[src/utf8_stream_decoder_macros.svh]
// ----------------------------------------------------------------------------
// utf8_stream_decoder_macros.svh
// Assertion macros for the UTF-8 stream decoder. Compile with NO_ASSERTIONS
// defined to drop every check.
// ----------------------------------------------------------------------------
`ifndef UTF8_STREAM_DECODER_MACROS_SVH
`define UTF8_STREAM_DECODER_MACROS_SVH

`ifndef NO_ASSERTIONS

// Clocked check, disabled while reset is asserted
`define UTF8SD_ASSERT(lbl, clk, rst_n, prop, msg) \
	lbl: assert property (@(posedge clk) disable iff (!(rst_n)) (prop)) else $error(msg);

// Clocked check that also holds during reset
`define UTF8SD_ASSERT_ALWAYS(lbl, clk, prop, msg) \
	lbl: assert property (@(posedge clk) (prop)) else $error(msg);

`else

`define UTF8SD_ASSERT(lbl, clk, rst_n, prop, msg)
`define UTF8SD_ASSERT_ALWAYS(lbl, clk, prop, msg)

`endif

`endif

[src/utf8sd_pkg.sv]
// ----------------------------------------------------------------------------
// utf8sd_pkg
// Types and constants shared by the UTF-8 stream decoder modules.
// ----------------------------------------------------------------------------
`timescale 1ns / 1ps

package utf8sd_pkg;

	localparam int unsigned CP_W  = 21;
	localparam int unsigned LEN_W = 3;

	localparam logic [CP_W-1:0]  REPLACEMENT = 21'h00FFFD;
	localparam logic [CP_W-1:0]  MIN_LEN2    = 21'h000080;
	localparam logic [CP_W-1:0]  MIN_LEN3    = 21'h000800;
	localparam logic [CP_W-1:0]  MIN_LEN4    = 21'h010000;

	localparam logic [LEN_W-1:0] LEN_NONE = 3'd0;
	localparam logic [LEN_W-1:0] LEN_1    = 3'd1;
	localparam logic [LEN_W-1:0] LEN_2    = 3'd2;
	localparam logic [LEN_W-1:0] LEN_3    = 3'd3;
	localparam logic [LEN_W-1:0] LEN_4    = 3'd4;

	// Following bytes still expected
	localparam logic [1:0] LEFT_NONE = 2'd0;
	localparam logic [1:0] LEFT_1    = 2'd1;
	localparam logic [1:0] LEFT_2    = 2'd2;
	localparam logic [1:0] LEFT_3    = 2'd3;

	// Result handed from the decode core to the output register
	typedef struct packed {
		logic             valid;
		logic [CP_W-1:0]  code_point;
		logic [LEN_W-1:0] seq_bytes;
	} res_t;

	// Smallest legal value for a sequence of the given length
	function automatic logic [CP_W-1:0] min_for_len(input logic [LEN_W-1:0] len);
		logic [CP_W-1:0] m;
		case (len)
			LEN_2:   m = MIN_LEN2;
			LEN_3:   m = MIN_LEN3;
			LEN_4:   m = MIN_LEN4;
			default: m = '0;
		endcase
		return m;
	endfunction

endpackage

[src/utf8sd_in_stage.sv]
// ----------------------------------------------------------------------------
// utf8sd_in_stage
// Input register: holds one accepted byte until the decode stage takes it.
// ----------------------------------------------------------------------------
`timescale 1ns / 1ps

module utf8sd_in_stage (
	input  logic       clk,
	input  logic       arst_n,
	input  logic       in_valid,
	output logic       in_ready,
	input  logic [7:0] in_byte,
	input  logic       advance,
	output logic       valid_s1,
	output logic [7:0] byte_s1
);

	// Free when empty or when the held byte moves on this cycle
	assign in_ready = !valid_s1 || advance;

	always_ff @(posedge clk or negedge arst_n) begin
		if (!arst_n) begin
			valid_s1 <= 1'b0;
		end else if (in_valid && in_ready) begin
			valid_s1 <= 1'b1;
		end else if (advance) begin
			valid_s1 <= 1'b0;
		end
	end

	always_ff @(posedge clk) begin
		if (in_valid && in_ready) begin
			byte_s1 <= in_byte;
		end
	end

endmodule

[src/utf8sd_core.sv]
// ----------------------------------------------------------------------------
// utf8sd_core
// Sequence state and per-byte decode; yields at most one result per byte.
// ----------------------------------------------------------------------------
`timescale 1ns / 1ps

module utf8sd_core (
	input  logic                clk,
	input  logic                arst_n,
	input  logic                advance,
	input  logic [7:0]          byte_s1,
	output utf8sd_pkg::res_t    res
);

	import utf8sd_pkg::*;

	logic [1:0]       bytes_left_q, bytes_left_d;
	logic [CP_W-1:0]  accum_q, accum_d;
	logic [LEN_W-1:0] seq_len_q, seq_len_d;
	logic             poisoned_q, poisoned_d;

	logic             is_cont;
	logic [CP_W-1:0]  cp_raw;

	assign is_cont = (byte_s1[7:6] == 2'b10);

	// Next state and result for the byte in the input register
	always_comb begin
		bytes_left_d = bytes_left_q;
		accum_d      = accum_q;
		seq_len_d    = seq_len_q;
		poisoned_d   = poisoned_q;
		cp_raw       = accum_q;
		res.valid      = 1'b0;
		res.code_point = REPLACEMENT;
		res.seq_bytes  = LEN_1;

		if (bytes_left_q == LEFT_NONE) begin
			if (!byte_s1[7]) begin
				// plain ASCII
				res.valid      = 1'b1;
				res.code_point = {13'd0, byte_s1};
			end else if (!byte_s1[6]) begin
				// stray continuation
				res.valid = 1'b1;
			end else begin
				poisoned_d = 1'b0;
				if (byte_s1[5:4] == 2'b11) begin
					accum_d      = {18'd0, byte_s1[2:0]};
					bytes_left_d = LEFT_3;
					seq_len_d    = LEN_4;
				end else if (byte_s1[5]) begin
					accum_d      = {17'd0, byte_s1[3:0]};
					bytes_left_d = LEFT_2;
					seq_len_d    = LEN_3;
				end else begin
					accum_d      = {16'd0, byte_s1[4:0]};
					bytes_left_d = LEFT_1;
					seq_len_d    = LEN_2;
				end
			end
		end else begin
			// following byte: always consumed, malformed ones poison
			if (!is_cont) begin
				poisoned_d = 1'b1;
			end else if (!poisoned_q) begin
				accum_d = {accum_q[CP_W-7:0], byte_s1[5:0]};
			end
			bytes_left_d = bytes_left_q - 2'd1;

			if (bytes_left_d == LEFT_NONE) begin
				// value of the finished sequence, taken before the state clears
				cp_raw         = poisoned_d ? REPLACEMENT : accum_d;
				res.valid      = 1'b1;
				res.seq_bytes  = seq_len_q;
				// overlong forms fall back to the replacement
				res.code_point = (cp_raw < min_for_len(seq_len_q)) ? REPLACEMENT : cp_raw;
				accum_d        = '0;
				seq_len_d      = LEN_NONE;
				poisoned_d     = 1'b0;
			end
		end
	end

	always_ff @(posedge clk or negedge arst_n) begin
		if (!arst_n) begin
			bytes_left_q <= LEFT_NONE;
			accum_q      <= '0;
			seq_len_q    <= LEN_NONE;
			poisoned_q   <= 1'b0;
		end else if (advance) begin
			bytes_left_q <= bytes_left_d;
			accum_q      <= accum_d;
			seq_len_q    <= seq_len_d;
			poisoned_q   <= poisoned_d;
		end
	end

endmodule

[src/utf8sd_out_stage.sv]
// ----------------------------------------------------------------------------
// utf8sd_out_stage
// Result register: holds one code point until the receiver takes it.
// ----------------------------------------------------------------------------
`timescale 1ns / 1ps

module utf8sd_out_stage (
	input  logic                          clk,
	input  logic                          arst_n,
	input  logic                          advance,
	input  utf8sd_pkg::res_t              res,
	output logic                          out_valid,
	input  logic                          out_ready,
	output logic [utf8sd_pkg::CP_W-1:0]   code_point,
	output logic [utf8sd_pkg::LEN_W-1:0]  seq_bytes
);

	import utf8sd_pkg::*;

	// advance is only raised when the slot is empty or being emptied
	always_ff @(posedge clk or negedge arst_n) begin
		if (!arst_n) begin
			out_valid <= 1'b0;
		end else if (advance) begin
			out_valid <= res.valid;
		end else if (out_ready) begin
			out_valid <= 1'b0;
		end
	end

	always_ff @(posedge clk) begin
		if (advance && res.valid) begin
			code_point <= res.code_point;
			seq_bytes  <= res.seq_bytes;
		end
	end

endmodule

[src/utf8_stream_decoder.sv]
// ----------------------------------------------------------------------------
// utf8_stream_decoder
// Byte-serial UTF-8 decoder: one byte in per item, one code point out when
// a sequence completes.
// ----------------------------------------------------------------------------
// Usage:
//   Input channel in_valid/in_ready carries one raw byte (in_byte) per item.
//   Output channel out_valid/out_ready carries code_point and seq_bytes.
//   ASCII and stray continuation bytes give a result for the same item;
//   lead bytes open a sequence whose result comes with its last byte.
//   Invalid, poisoned or overlong sequences give 0xFFFD.
//   Throughput: one byte per cycle while the receiver keeps out_ready high,
//   set by the single decode stage that updates the sequence state on advance.
//   Path: the last byte of a sequence is held in the input register, then its
//   result is captured in the result register, which drives the output; a
//   stall on the output keeps the byte waiting in the input register.
//   Reset (arst_n low) empties both registers and closes any open sequence.
//   When the receiver stalls, the result register holds its item and decode
//   stops; an empty input register still takes one more byte, then in_ready
//   drops until the result is taken.
// ----------------------------------------------------------------------------
`timescale 1ns / 1ps

`include "utf8_stream_decoder_macros.svh"

module utf8_stream_decoder (
	input  logic                          clk,
	input  logic                          arst_n,
	input  logic                          in_valid,
	output logic                          in_ready,
	input  logic [7:0]                    in_byte,
	output logic                          out_valid,
	input  logic                          out_ready,
	output logic [utf8sd_pkg::CP_W-1:0]   code_point,
	output logic [utf8sd_pkg::LEN_W-1:0]  seq_bytes
);

	import utf8sd_pkg::*;

	logic       valid_s1;
	logic [7:0] byte_s1;
	logic       advance;
	res_t       res;

	logic       len_ok;
	logic       one_ok;
	logic       two_ok;

	// The held byte moves through decode when the result slot can take it
	assign advance = valid_s1 && (!out_valid || out_ready);

	utf8sd_in_stage u_in (
		.clk      (clk),
		.arst_n   (arst_n),
		.in_valid (in_valid),
		.in_ready (in_ready),
		.in_byte  (in_byte),
		.advance  (advance),
		.valid_s1 (valid_s1),
		.byte_s1  (byte_s1)
	);

	utf8sd_core u_core (
		.clk     (clk),
		.arst_n  (arst_n),
		.advance (advance),
		.byte_s1 (byte_s1),
		.res     (res)
	);

	utf8sd_out_stage u_out (
		.clk        (clk),
		.arst_n     (arst_n),
		.advance    (advance),
		.res        (res),
		.out_valid  (out_valid),
		.out_ready  (out_ready),
		.code_point (code_point),
		.seq_bytes  (seq_bytes)
	);

	// Result range terms used by the checks
	assign len_ok = (seq_bytes == LEN_1) || (seq_bytes == LEN_2) ||
			(seq_bytes == LEN_3) || (seq_bytes == LEN_4);
	assign one_ok = (code_point < MIN_LEN2) || (code_point == REPLACEMENT);
	assign two_ok = ((code_point >= MIN_LEN2) && (code_point < MIN_LEN3)) ||
			(code_point == REPLACEMENT);

	// Checks
	`UTF8SD_ASSERT(a_len_range, clk, arst_n, out_valid |-> len_ok, "seq_bytes out of range")
	`UTF8SD_ASSERT(a_single_byte, clk, arst_n, (out_valid && seq_bytes == LEN_1) |-> one_ok, "bad single-byte result")
	`UTF8SD_ASSERT(a_two_byte, clk, arst_n, (out_valid && seq_bytes == LEN_2) |-> two_ok, "bad two-byte result")
	`UTF8SD_ASSERT(a_stall_hold, clk, arst_n, (out_valid && !out_ready) |-> !advance, "decode moved while stalled")
	`UTF8SD_ASSERT_ALWAYS(a_reset_empty, clk, !arst_n |=> (!out_valid && !valid_s1), "not empty after reset")

endmodule
[config.mk]
export PLATFORM = sky130hd
export DESIGN_NAME = utf8_stream_decoder
export DESIGN_NICKNAME = d
export VERILOG_FILES = /design/src/utf8sd_pkg.sv /design/src/utf8sd_in_stage.sv /design/src/utf8sd_core.sv /design/src/utf8sd_out_stage.sv /design/src/utf8_stream_decoder.sv
export VERILOG_INCLUDE_DIRS = /design/src /design/src/src
export SDC_FILE = /design/constraint.sdc
export NUM_CORES = 1
export LEC_CHECK = 0
export ABC_AREA = 1
export ABC_CLOCK_PERIOD_IN_PS = 5050
export BUFFER_PORTS_ARGS = -buffer_cell sky130_fd_sc_hd__clkbuf_2
export CORE_ASPECT_RATIO = 0.5
export CORE_MARGIN = 1
export CORE_UTILIZATION = 45
export CTS_CLUSTER_SIZE = 30
export DETAILED_ROUTE_END_ITERATION = 10
export GPL_TIMING_DRIVEN = 0
export MAX_ROUTING_LAYER = met4
export PLACE_DENSITY = 0.71
export SLEW_MARGIN = 0
export SYNTH_ARGS = -nofsm -noshare
export SYNTH_HDL_FRONTEND = slang
export SYNTH_HIERARCHICAL = 1
export SYNTH_SLANG_ARGS = --single-unit
[constraint.sdc]
create_clock -name clk -period 5.05 [get_ports clk]
set_clock_uncertainty 0.05 [all_clocks]
set_input_delay 0.7575 -clock clk [delete_from_list [all_inputs] [get_ports clk]]
set_output_delay 0.7575 -clock clk [all_outputs]
set_load 0.05 [all_outputs]
== Word level (Yosys, flattened, before mapping) ==
Cells that the tools add are included.
Storage, ports and cells
  memory bits (read-only): 0
  output and inout bits: 26
  bits in registers: 61
  memory bits (writable): 0
  bits in latches: 0
  word-level logic and storage cells: 74
  input port bits: 12
  memories: 0
Cells by class
  muxes and demuxes: 40
  equality and inequality tests: 7
  $lt $le $gt $ge: 1
  multipliers: 0
  reduce and logical (&&, ||, !) cells: 15
  bitwise logic cells: 1
  div/mod/pow operators: 0
  add/subtract/negate cells: 1
  shift-type cells: 0
Operator list (count)
  2-to-1 mux 21 bit: 12
  one-hot mux 17 bit (3 select lines): 1
  2-to-1 mux 25 bit: 1
  2-to-1 mux 22 bit: 1
  < comparator 21 bit: 1
  2-to-1 mux 16 bit: 1
  2-to-1 mux 3 bit: 5
  2-to-1 mux 1 bit: 13
  2-to-1 mux 2 bit: 5
  equality test 3 x 2 -> 1 bit, second input constant: 2
  nonzero test 2 bit: 3
  2-to-1 mux 5 bit: 1
  equality test 2 bit, second input constant: 2
  zero test 2 bit: 2
  inequality test 2 bit, second input constant: 2
  AND reduction 4 bit: 1
  equality test 3 bit, second input constant: 1
  logical AND 1 bit: 3
  AND reduction 3 bit: 1
  zero test 1 bit: 2
  logical OR 1 bit: 2
  OR reduction 2 bit: 1
  subtractor 2 x 1 -> 2 bit, second input constant: 1
  inverter 1 bit: 1

== Longest topological paths before layout ==
Gate-level depths: netlist of the first run.
  depth in word-level cells: 9
  mapped depth: 16
  gate-level depth less buffers: 15

== By module ==
The synthesis of the first run kept the hierarchy.
Modules (own cells, without submodules)
  utf8sd_core: area an instance 1486.4 um^2, sequential area each 525.5 um^2, times used 1, cells an instance 223
  utf8sd_out_stage: area an instance 764.5 um^2, sequential area each 745.7 um^2, times used 1, cells an instance 30
  utf8sd_in_stage: area an instance 285.3 um^2, sequential area each 265.3 um^2, times used 1, cells an instance 14
  utf8_stream_decoder: area an instance 16.3 um^2, sequential area each 0.0 um^2, times used 1, cells an instance 3

== Worst setup path after synthesis of the first run ==
No wires, ideal clock.
  kind: in2out
  start point: input out_ready
  end point: output in_ready
  stages: 4
  data required time: 4.243 ns
  path slack: 2.853 ns
  buffers on the path: 0
  arrival: 1.390 ns
  path through: inv_1 a21oi_2 inv_1 nand2_1
Between the ends
  longest elaborated chain between the ends: 3
RTL lines
  from (decl): line utf8_stream_decoder.sv:33  | input logic out_ready,
  logical OR 1 bit: line utf8_stream_decoder.sv:50  | assign advance = valid_s1 && (!out_valid || out_ready);
  logical AND 1 bit: line utf8_stream_decoder.sv:50
  via advance: line utf8_stream_decoder.sv:42  | logic advance;
  logical OR 1 bit: line utf8sd_in_stage.sv:19  | assign in_ready = !valid_s1 || advance;
  to (decl): line utf8_stream_decoder.sv:30  | output logic in_ready,
The timed path passes the listed nets, and every way through them passes these cells.

==> summary.txt, run 1 <==
STA
  • Fin crit share: 48.44%
  • Final Setup Violations: 0
  • Relative slew slack: 40.20%
  • Max-slew violations: 0
  • Max Freq: 408.8 MHz
  • Min Clock Period, post-route: 2.446 ns
  • RSZ-0062 raised after global routing: no
  • Worst Max-Slew Pin Slew: 0.8961 ns
  • Setup TNS: 0 ns
  • Final Hold Viols: 0

Synthesis
  • Number of enable flip-flop cells after synthesis: 32
  • Post-synth cell types: 27
  • Commonest cells post-synth: inv_1 (51), nand2_1 (51), edfxtp_1 (32)
  • Syn Inst Count: 270
  • Area leader, netlist: edfxtp_1
  • Main synth FF type: edfxtp_1
  • Top cell type's share of synthesized area: 37.65%
  • Area of the mapped netlist: 0.002552 sq mm
  • Average size of a mapped cell: 9.454 sq um
  • Synthesis-stage register bit count: 55
  • Seq/Total Area, Yosys: 60.20%
  • Ys async rst share: 41.82%
  • Ys Warns: 6
  • Area contributors post-synth: edfxtp_1 (38%), dfrtp_1 (23%), inv_1 (7.5%), nand2_1 (7.5%), nand3_1 (4.5%)
  • Syn Nets: 284

Job
  • Max-Cap Viols: 0

Cells and area
  • Final Non-Filler Cells: 385
  • # diodes: 0
  • Synth-to-Final Area Change: 16.81%
  • Nets: 328
  • Share of cells above drive strength 1: 21.59%
  • Final core occ: 57.56%
  • Fin area: 0.002982 sq mm
  • Fill count: 453

Worst setup path
  • Crit Path Max Fanout: 24
  • Crit end category: flip-flop
  • Worst EP arrival: 2.31 ns
  • CP startpoint: u_core/bytes_left_q[1]
  • Crit path kind: reg2reg
  • Req. time, crit path: 4.91 ns
  • Reg2reg start: u_core/bytes_left_q[1]
  • Worst setup SP type: flip-flop

Global route
  • Initial antenna violation count: 0
  • Overflow after GRT: 0
  • Wire length of the first global-routing pass: 8362 microns
  • Largest net degree at the start of global routing: 25
  • GRT Overall Usage: 19.54%
  • Vias in the first global route: 1744

Place
  • Inst Count DP: 377
  • Port buffer count: 37
  • Post-DP Area: 0.002825 sq mm
  • Hpwl dp: 3764 microns
  • Routability congestion estimate: 0.9201

Floorplan
  • Die area: 0.005996 sq mm
  • Core ar.: 0.005180 sq mm
  • Die Wd: 108.5 microns
  • Top-level port count: 38
  • Chip height: 55.26 microns
  • Starting Density: 49.28%
  • Rows: 18

Routing
  • Routed wire length: 5135 microns
  • Via count: 1932
  • First DRT Iteration DRCs: 122
  • DRT antenna net count: 0
  • Routed wire per std cell: 13.34 microns
  • Via-to-Cell Ratio: 5.018
  • Post-route DRC: 0
  • First drt pass iteration count: 5

Clock network
  • H-tree lvl count: 2
  • CTS tree: built
  • CTS max path bufs: 2
  • Clk slew on worst S/H paths: 0.07 ns
  • Hold Buf Count CTS: 0
  • Clk_lat worst skew: 0.29 ns
  • Post-CTS Setup Inserts: 0
  • CTS Sinks: 55
  • CTS Root Cell: clkbuf_16
  • Num CTS Buffers: 5
  • # resized after CTS: 0

Pwr
  • Worst vdd ir: 0.0003039 V
  • Leakage: 1.419 nW
  • Pwr Density: 661.6 mW/mm^2

Outcome
  • Status: complete, no violations

Worst hold path
  • Worst hold path type: in2async
-- layer usage --
layer | vias to the layer above | GRT usage (%) | part of all wire [%]
li1 | 949 | - | -
met5 | - | - | 0
met4 | 0 | 6.757 | 1.5
met3 | 8 | 5.313 | 7.2
met2 | 80 | 28.75 | 44
met1 | 895 | 26.15 | 47
-- cell usage in the layout, fill, tap and decap left out, drive strengths merged --
master / Yosys / routed
nor2: 28 / 28
inv: 56 / 56
nor3: 2 / 2
ha: 2 / 2
nand4: 3 / 3
dfrtp: 23 / 23
buf: 7 / 7
nand2: 57 / 57
clkbuf: 1 / 46
edfxtp: 32 / 32
a21oi: 11 / 11
o32ai: 1 / 1
a311oi: 1 / 1
o22ai: 2 / 2
nand3: 23 / 23
o21ai: 21 / 21
-- power breakdown --
part	switching, W	internal (W)
logic	0.000651	0.000214
clock network	0.000142	0.000211
registers	0.0000791	0.000675
-- per-stage QoR --
step / total power, W / setup slack, ns / hold slack [ns]
2_1_floorplan: 0.001413 / 2.853 / 0.4030
3_3_place_gp: 0.001590 / 2.685 / 0.4244
3_5_place_dp: 0.001613 / 2.624 / 0.4240
4_1_cts: 0.001976 / 2.600 / 0.4198
5_1_grt: 0.002103 / 2.461 / 0.4452
6_report: 0.001973 / 2.604 / 0.4038
-- worst max-delay path, stage by stage, from the launching register on --
cell and delay, ns:
dfrtp_1 0.36, buf_4 0.17, nor2_1 0.22, inv_1 0.12, clkbuf_1 0.27, nand2_1 0.14, nand2_1 0.07, inv_1 0.66
-- final timing paths --
| path | to | slack [ns] | cells past startpoint |
|---|---|---|---|
| setup / recovery | u_out/code_point[6] | 2.60 | 7 |
| hold / removal | u_out/out_valid | 0.40 | 1 |
| setup reg to reg | u_out/code_point[6] | 2.60 | 7 |
| hold reg to reg | u_core/seq_len_q[1] | 0.44 | 2 |
| max in group asynchronous | u_core/accum_q[1] | 4.16 | 1 |
| min in group clk | u_core/seq_len_q[1] | 0.44 | 2 |
-- cells by family (layout without fill, tap and decap cells) --
| logic type | Yosys count | after routing | share of synthesized area [%] |
|---|---|---|---|
| AND/OR/NAND/NOR | 113 | 113 | 20.00 |
| buffers and inverters | 64 | 109 | 10.93 |
| flip-flops | 55 | 55 | 60.20 |
| AO/OA/AOI/OAI | 36 | 36 | 7.892 |
| adder cells (fa/ha/maj) | 2 | 2 | 0.9802 |
-- state kept, by name, indices dropped and copies added, names as in the netlist --
| register | flops |
|---|---|
| u_core/poisoned_q | 1 |
| u_core/bytes_left_q | 2 |
| u_in/valid_s1 | 1 |
| u_in/byte_s1 | 8 |
| u_out/seq_bytes | 3 |
| u_core/seq_len_q | 3 |
| u_core/accum_q | 15 |
| u_out/code_point | 21 |
| u_out/out_valid | 1 |
-- final cells by class --
class | count | area, sq um | area share (%)
inverters | 56 | 217.7 | 7.302
multi-input cells | 151 | 737.0 | 24.72
flip-flops and latches | 55 | 1536 | 51.53
repair buffers | 37 | 185.2 | 6.211
well taps | 70 | 87.58 | 2.937
plain buffers | 8 | 61.31 | 2.056
clock buffers | 8 | 156.4 | 5.245
Power figures use the tool's default switching activity.
==> run 2: changes to the inputs <==
- ABC_CLOCK_PERIOD_IN_PS: 5050 -> 2100
- PLACE_DENSITY: 0.71 -> 0.74
- clock period: 5.05 -> 2.1 ns (I/O delays scaled with it)
==> summary.txt, run 2 (synthesis gave the netlist of run 1 again) <==
Outcome
  • Status: complete, no violations (unchanged)

Worst setup path
  • Crit Path Max Fanout: 5 (was 24)
  • Worst R2R Path Depth: 14 (was 7)
  • Req. time, crit path: 2.10 ns (was 4.91 ns)
  • R2R Path End: u_out/code_point[11] (was u_out/code_point[6])
  • Crit end category: flip-flop (unchanged)
  • Reg2reg start: u_core/poisoned_q (was u_core/bytes_left_q[1])
  • Worst setup SP type: flip-flop (unchanged)
  • Worst EP arrival: 2.07 ns (was 2.31 ns)
  • R2R setup slack: 0.02 ns (was 2.60 ns)
  • Crit path kind: reg2reg (unchanged)

Floorplan
  • Core ar.: 0.005180 sq mm (unchanged)
  • Chip height: 55.26 microns (unchanged)
  • Die area: 0.005996 sq mm (unchanged)
  • Starting Density: 49.28% (unchanged)
  • Rows: 18 (unchanged)
  • Die Wd: 108.5 microns (unchanged)
  • Top-level port count: 38 (unchanged)

Cells and area
  • Synth-to-Final Area Change: 23.82% (was 16.81%)
  • Fill count: 428 (was 453)
  • # diodes: 0 (unchanged)
  • Largest registers: u_out/code_point x21, u_core/accum_q x15, u_in/byte_s1 x8 (unchanged)
  • Final core occ: 61.01% (was 57.56%)
  • Commonest non-fill, non-tap cell in the layout: inv_1
  • Share of cells above drive strength 1: 30.06% (was 21.59%)
  • Most frequent cells in the layout: inv_1 (49), nand2_1 (44), clkbuf_2 (38), edfxtp_1 (32), nor2_1 (24) (was inv_1 (51), nand2_1 (51), clkbuf_2 (37), edfxtp_1 (32), nor2_1 (25))
  • Largest register FFs: 21 (unchanged)
  • Biggest register: u_out/code_point (unchanged)
  • Nets: 339 (was 328)
  • Final Non-Filler Cells: 396 (was 385)

Routing
  • Routed wire length: 5467 microns (was 5135 microns)
  • First DRT Iteration DRCs: 146 (was 122)
  • First drt pass iteration count: 5 (unchanged)
  • Post-route DRC: 0 (unchanged)
  • Routed wire per std cell: 13.81 microns (was 13.34 microns)
  • Via count: 1980 (was 1932)
  • Via-to-Cell Ratio: 5.000 (was 5.018)
  • DRT antenna net count: 0 (unchanged)

Clock network
  • CTS tree: built (unchanged)
  • Num CTS Buffers: 5 (unchanged)
  • CTS Sinks: 55 (unchanged)
  • CTS Root Cell: clkbuf_16 (unchanged)
  • CTS max path bufs: 2 (unchanged)
  • Clk_lat worst skew: 0.29 ns (about the same)
  • H-tree lvl count: 2 (unchanged)
  • Clk slew on worst S/H paths: 0.07 ns (about the same)

Global route
  • Wire length of the first global-routing pass: 8645 microns (was 8362 microns)
  • Overflow after GRT: 0 (unchanged)
  • Vias in the first global route: 1805 (was 1744)
  • Initial antenna violation count: 0 (unchanged)
  • Largest net degree at the start of global routing: 24 (was 25)
  • GRT Overall Usage: 19.93% (was 19.54%)

Pwr
  • Leakage: 1.456 nW (was 1.419 nW)
  • Worst vdd ir: 0.0006372 V (was 0.0003039 V)
  • Pwr Density: 1570 mW/mm^2 (was 661.6 mW/mm^2)

Worst hold path
  • Hold path start: in_byte[7]
  • WHS Path Cells: 1
  • Worst hold path type: in2reg (was in2async)
  • Hold Path End: u_in/byte_s1[7]

Place
  • Port buffer count: 37 (unchanged)
  • Hpwl dp: 3680 microns (was 3764 microns)
  • Routability congestion estimate: 0.9271 (was 0.9201)
  • Inst Count DP: 377 (unchanged)

STA
  • Final Setup Violations: 0 (unchanged)
  • Setup TNS: 0 ns (unchanged)
  • Fin crit share: 98.82% (was 48.44%)
  • Max-slew violations: 0 (unchanged)
  • RSZ-0062 raised after global routing: yes (was no)
  • Min Clock Period, post-route: 2.075 ns (was 2.446 ns)
  • Final Hold Viols: 0 (unchanged)
  • Worst Max-Slew Pin Slew: 0.7016 ns (was 0.8961 ns)
  • Max Freq: 481.9 MHz (was 408.8 MHz)
  • Relative slew slack: 53.23% (was 40.20%)

Job
  • Max-Cap Viols: 0 (unchanged)
==> run 2: what timing repair did <==
item | in CTS | in global routing
pin swaps | 5 | 11
setup endpoints to repair | 40 | 40
endpoints found under the hold margin | 23 | 0
buffers inserted | 4 | 3
gates cloned | 2 | 1
gates resized for setup | 10 | 18
hold buffers | 1 | 0
==> run 2: metrics by stage <==
stage / area (sq um) / worst slack (ns) / power (W) / hold slack [ns]
floorplan: 2552 / 0.1024 / 0.003397 / -0.03059
global placement: 2825 / -0.2803 / 0.003821 / 0.2763
detailed placement: 2825 / -0.3393 / 0.003873 / 0.2818
CTS: 3055 / 0.003154 / 0.004790 / 0.1399
global route: 3161 / -0.06635 / 0.005270 / 0.1358
finish: 3161 / 0.02482 / 0.004963 / 0.1423
==> run 2: worst max-delay path by stage <==
stage / start / endpoint / slack, ns
after floorplan: u_in/byte_s1[6] / u_out/code_point[1] / 0.10
after global placement: u_core/bytes_left_q[1] / u_out/code_point[19] / -0.28
after detailed placement: u_core/bytes_left_q[1] / u_out/code_point[20] / -0.34
after CTS: u_in/byte_s1[6] / u_out/code_point[1] / 0.003
after global routing: u_core/poisoned_q / u_out/code_point[4] / -0.07
final: u_core/poisoned_q / u_out/code_point[11] / 0.02
==> run 2: final cells by class <==
| type | instances | area, sq um | area share (%) |
|---|---|---|---|
| inverter | 56 | 226.5 | 7.165 |
| sequential | 55 | 1536 | 48.61 |
| clock inverter | 2 | 11.26 | 0.3563 |
| timing repair inverter | 2 | 15.01 | 0.4751 |
| tap | 70 | 87.58 | 2.771 |
| timing repair buffer | 46 | 271.5 | 8.591 |
| multi-input combinational | 151 | 817.0 | 25.85 |
| clock buffer | 6 | 128.9 | 4.078 |
| buffer | 8 | 66.31 | 2.098 |
==> run 2: layer usage <==
metal / share of wire [%] / global-route usage [%] / routed length, microns / vias to the layer above
li1: - / - / - / 974
met4: 2.0 / 4.826 / 112 / 0
met3: 9.0 / 5.077 / 490 / 11
met2: 43 / 29.84 / 2365 / 87
met5: 0 / - / 0 / -
met1: 46 / 27.27 / 2498 / 908
==> run 2: critical path, cell delays in order (launching register included) <==
cell	delay [ns]
dfrtp_1	0.44
nor2_4	0.21
nand2_8	0.09
inv_8	0.07
nand2_2	0.04
inv_2	0.06
ha_4	0.13
nand4_1	0.07
nor2_1	0.11
nand3_1	0.08
nand2_2	0.14
buf_6	0.15
nand3_2	0.06
nand2_1	0.08
inv_1	0.05
==> run 2: report_power, final <==
part           switching, W  total (W)  internal (W)
logic               0.00171    0.00236      0.000653
registers          0.000188    0.00181       0.00162
clock network      0.000355   0.000796      0.000441
total               0.00225    0.00496       0.00271
